## src/hw/rtl/dpc_pkg.sv

```systemverilog
// Shared constants and types for the drive distance PI controller.
// Used by the shared multiplier and the top level.
package dpc_pkg;

   localparam int ENC_W  = 32;           // encoder count width
   localparam int ERR_W  = ENC_W + 2;    // position error width
   localparam int INT_W  = 40;           // integrator width, Q32.8
   localparam int RND_W  = INT_W + 1;    // decayed integrator after rounding
   localparam int ISUM_W = INT_W + 3;    // integrator update before saturation
   localparam int ACC_W  = 60;           // PI sum width, Q.24
   localparam int POW_W  = 32;           // clamped power, Q.24
   localparam int FIN_W  = POW_W + 1;    // power after heading correction
   localparam int TRN_W  = 41;           // raw heading term
   localparam int TLM_W  = 31;           // heading term limit
   localparam int MAG_W  = 7;            // mean power magnitude
   localparam int LIM_W  = 17;           // watchdog limit width

   localparam int MA_W = 41;             // multiplier operand A, signed
   localparam int MB_W = 24;             // multiplier operand B, signed
   localparam int MP_W = MA_W + MB_W;    // product

   localparam logic signed [ACC_W-1:0] POWER_LIM   = ACC_W'(70) <<< 24;
   localparam logic [MB_W-1:0]         TLIM_RECIP  = MB_W'((64'd1 << 25) / 5);
   localparam logic [LIM_W-1:0]        LIMIT_MAX   = '1;

   // configuration register indexes
   localparam logic [2:0] CSR_GAIN_PROP      = 3'd0;
   localparam logic [2:0] CSR_GAIN_INTEGRAL  = 3'd1;
   localparam logic [2:0] CSR_INTEGRAL_DECAY = 3'd2;
   localparam logic [2:0] CSR_GAIN_HEADING   = 3'd3;
   localparam logic [2:0] CSR_WATCHDOG_RATE  = 3'd4;
   localparam logic [2:0] CSR_WATCHDOG_BASE  = 3'd5;
   localparam logic [2:0] CSR_SETTLE_ERROR   = 3'd6;
   localparam logic [2:0] CSR_SETTLE_TIME    = 3'd7;

   // request kinds
   localparam logic KIND_START  = 1'b0;
   localparam logic KIND_SAMPLE = 1'b1;

   typedef struct packed {
      logic signed [MA_W-1:0] a;
      logic signed [MB_W-1:0] b;
   } mul_op_type;

endpackage

```

## src/hw/rtl/dpc_mul.sv

```systemverilog
// Shared signed multiplier with registered product.
// Depends on dpc_pkg for operand widths and the operand struct.
module dpc_mul
   import dpc_pkg::*;
(
   input  logic                   clock,
   input  mul_op_type             op,
   output logic signed [MP_W-1:0] prod_ff
);

   logic signed [MP_W-1:0] prod_in;

   assign prod_in = MP_W'(op.a) * MP_W'(op.b);

   always_ff @(posedge clock) begin
      prod_ff <= prod_in;
   end

endmodule

```

## config.mk

```make
export PLATFORM = sky130hd
export DESIGN_NAME = dpc_mul
export DESIGN_NICKNAME = d
export VERILOG_FILES = /design/src/hw/rtl/dpc_pkg.sv /design/src/hw/rtl/dpc_mul.sv
export SDC_FILE = /design/constraint.sdc
export NUM_CORES = 2
export LEC_CHECK = 0
export ABC_CLOCK_PERIOD_IN_PS = 19800
export BUFFER_PORTS_ARGS = -buffer_cell sky130_fd_sc_hd__buf_4
export CORE_ASPECT_RATIO = 1.25
export CORE_MARGIN = 10
export CORE_UTILIZATION = 51
export CTS_BUF_LIST = sky130_fd_sc_hd__clkbuf_8
export CTS_CLUSTER_DIAMETER = 80
export DETAILED_ROUTE_END_ITERATION = 8
export PLACE_DENSITY = 0.68
export REMOVE_ABC_BUFFERS = 1
export SYNTH_ARGS = -nofsm -noshare
export SYNTH_HDL_FRONTEND = slang
export SYNTH_SLANG_ARGS = --single-unit
```

## constraint.sdc

```tcl
create_clock -name clock -period 19.8 [get_ports clock]
set_input_delay 1.98 -clock clock [delete_from_list [all_inputs] [get_ports clock]]
set_output_delay 1.98 -clock clock [all_outputs]
set_load 0.05 [all_outputs]
```

==> impl_results.rst <==
.. list-table::
   :header-rows: 1

   * - Metric
     - Value
   * - Fmax
     - 0.109 GHz
   * - Congestion Overflow GR
     - 0
   * - Chip width
     - 255 um
   * - Async set or reset register ratio after synthesis
     - 0%
   * - Final critical-path setup slack
     - 10610 ps
   * - Arr. time, crit path
     - 9590 ps
   * - End point of the critical path
     - prod_ff[63]
   * - Initial antenna violation count
     - 1
   * - First-pass GRT wire length
     - 149 mm
   * - Critical path capture point type
     - register
   * - Setup Fix Bufs, Post-CTS
     - 0
   * - Worst Path Max Fanout
     - 41
   * - Number of unique standard cell types used by synthesis
     - 67
   * - Overall via count from detail_route
     - 24600
   * - Hold-fix buffers, CTS
     - 0
   * - Effective utilization at floorplan
     - 51.4%
   * - Synthesis Warnings
     - 0
   * - TritonCTS clock tree
     - yes
   * - Flip-flop and latch count after synthesis
     - 65
   * - Die height
     - 313 um
   * - Area of the mapped netlist
     - 35100 um2
   * - Clock buffer depth
     - 2
   * - Worst slack after detailed placement
     - 10240 ps
   * - Period utilization
     - 46.4%
   * - Worst Tran Pin Value
     - 721 ps
   * - Depth of the critical timing path with buffers and inverters included
     - 25
   * - CP startpoint kind
     - primary input
   * - NumNets Final
     - 4968
   * - Class of the worst hold path
     - primary input to register
   * - Gate count of the mapped netlist
     - 3811
   * - Result of the run
     - finished clean
   * - Number of hold violations in the final report
     - 0
   * - Post-detail-place hpwl
     - 71.0 mm
   * - Count of flip-flops with a built-in enable after synthesis
     - 0
   * - Number of buffer cells added on primary ports
     - 130
   * - Avg Synthesized Cell Area
     - 9.20 um2
   * - Crit path largest cell delay
     - 580 ps
   * - Pin count of the biggest net entering global routing
     - 43
   * - Crit path max-delay cell type
     - fa_1
   * - Largest delay contributor family on the critical path
     - adder cells
   * - Area of the core
     - 68100 um2
   * - Maximum capacitance violations
     - 0
   * - CTS root buffer
     - clkbuf_8
   * - Register name with the most flops
     - prod_ff
   * - Biggest regs
     - prod_ff: 65 flops
   * - I/O Pins
     - 131
   * - Std cell rows
     - 107
   * - # resized after CTS
     - 0
   * - Most common cell after layout, fill and taps aside
     - inv_1
   * - Dominant cell type by count on the critical path
     - fa_1
   * - Max FFs per register
     - 65
   * - Inst Count DP
     - 4614
   * - Post-synth top flop
     - dfxtp_1
   * - Post-layout minimum cycle time
     - 9190 ps
   * - Max-slew headroom
     - 51.9%
   * - Total Neg Setup Slack
     - 0 ps
   * - Remaining antenna violation count after routing
     - 0
   * - Setup repair after global routing missed its margin
     - no
   * - Initial drt markers
     - 1345
   * - Total of endpoints with negative setup slack in the final report
     - 0
   * - Layout area overhead
     - 4.29%
   * - TritonCTS Buffers
     - 9
   * - Worst EP required
     - 20200 ps
   * - Number of iterations in the first detailed-routing pass
     - 6
   * - Sequential element share of the synthesized area
     - 3.71%
   * - DRT Wirelength
     - 90.4 mm
   * - Total number of clock tree sinks
     - 65
   * - Total Die Area
     - 79700 um2
   * - Commonest cells after routing, fill and taps aside
     - inv_1, fa_1, nand2_1
   * - Origin of the worst setup path
     - op[3]
   * - Share of layout cells above drive strength 1
     - 4.74%
   * - Routed length per placed instance
     - 19.5 um
   * - Final Core Density
     - 53.7%
   * - Vias in the first global route
     - 27600
   * - Via-to-Cell Ratio
     - 5.31
   * - Clock transition at the register clock pins on the worst setup and hold paths after CTS
     - 90 ps
   * - H-tree lvl count
     - 3
   * - Fin cells
     - 4632
   * - Critical path start-end classification
     - primary input to register
   * - GR Util All Layers
     - 24.1%
   * - Routability-driven placement congestion ratio
     - 0.929
   * - DRC errors left
     - 0
   * - Max-slew violations
     - 0
   * - Buffers plus inverters on the worst setup path
     - 6
-- stage by stage --
stage	hold WS, ps	area, um2
2_1_floorplan	2100	34300
3_3_place_gp	2430	36400
3_5_place_dp	2430	36400
4_1_cts	1940	36600
5_1_grt	1970	36600
6_report	1980	36600
-- metal layers --
| layer | vias to the layer above | part of all wire (%) | track usage [%] |
|---|---|---|---|
| met5 | - | 0 | 0 |
| met4 | 0 | 4.2 | 9.89 |
| met3 | 237 | 5.7 | 3.03 |
| met2 | 816 | 53 | 43.4 |
| met1 | 12900 | 37 | 28.6 |
| li1 | 10700 | - | - |
-- area by class of cell --
type	instances	area, um2
repair buffers	130	976
clock inverters	7	78.8
flip-flops and latches	65	1300
fillers	6223	31600
clock buffers	9	124
diodes	2	5.00
inverters	995	3730
multi-input cells	2552	29300
well taps	872	1090
-- how the worst min path moves through the flow --
stage	startpoint	end	slack, ps	cells after the start
floorplan	op[0]	prod_ff[0]	2100	1
global route	op[24]	prod_ff[0]	1970	2
CTS	op[24]	prod_ff[0]	1940	2
detailed placement	prod_ff[5]	prod_ff[5]	2430	1
global placement	prod_ff[13]	prod_ff[13]	2430	1
finish	op[24]	prod_ff[0]	1980	2
-- cell usage after synthesis, drive strengths merged, types with 2 or more instances --
| cell type | count | area [um2] |
|---|---|---|
| inv | 995 | 3730 |
| fa | 981 | 19600 |
| nand2 | 624 | 2340 |
| and2 | 365 | 2280 |
| clkbuf | 186 | 698 |
| ha | 168 | 2100 |
| a21oi | 75 | 409 |
| dfxtp | 65 | 1300 |
| xnor2 | 49 | 429 |
| o21ai | 43 | 234 |
| nor2b | 42 | 263 |
| nor2 | 32 | 120 |
| a21o | 30 | 233 |
| xor2 | 24 | 210 |
| buf | 13 | 71.3 |
| nand4 | 13 | 81.3 |
| nand2b | 11 | 68.8 |
| a31oi | 9 | 77.6 |
| o21bai | 9 | 67.6 |
| nand3 | 8 | 40.0 |
| and3 | 7 | 43.8 |
| o21a | 7 | 52.6 |
| o31ai | 7 | 81.3 |
| nor3 | 6 | 30.0 |
| or3 | 4 | 25.0 |
| a211oi | 3 | 27.5 |
| nor4 | 3 | 18.8 |
| o211ai | 3 | 27.5 |
| a211o | 2 | 17.5 |
| a21boi | 2 | 15.0 |
| a221o | 2 | 20.0 |
| a221oi | 2 | 23.8 |
| a31o | 2 | 17.5 |
| nor3b | 2 | 15.0 |
| o41ai | 2 | 43.8 |
-- cell families (layout without fill, tap and decap cells) --
group / after synthesis / count (layout) / synth area share (%)
AOI/OAI and AO/OA: 206 / 206 / 4.21
xor gates and xnor gates: 73 / 73 / 1.82
adders and majority gates: 1149 / 1149 / 62.0
buffers and inverters: 1194 / 1141 / 12.8
DFF: 65 / 65 / 3.71
muxes: 1 / 1 / 0.0321
other: 0 / 2 / 0
and+or+nand+nor: 1123 / 1123 / 15.4
Power is not shown: default switching activity piles up to over one toggle a cycle in this logic, so the estimate is an artifact.
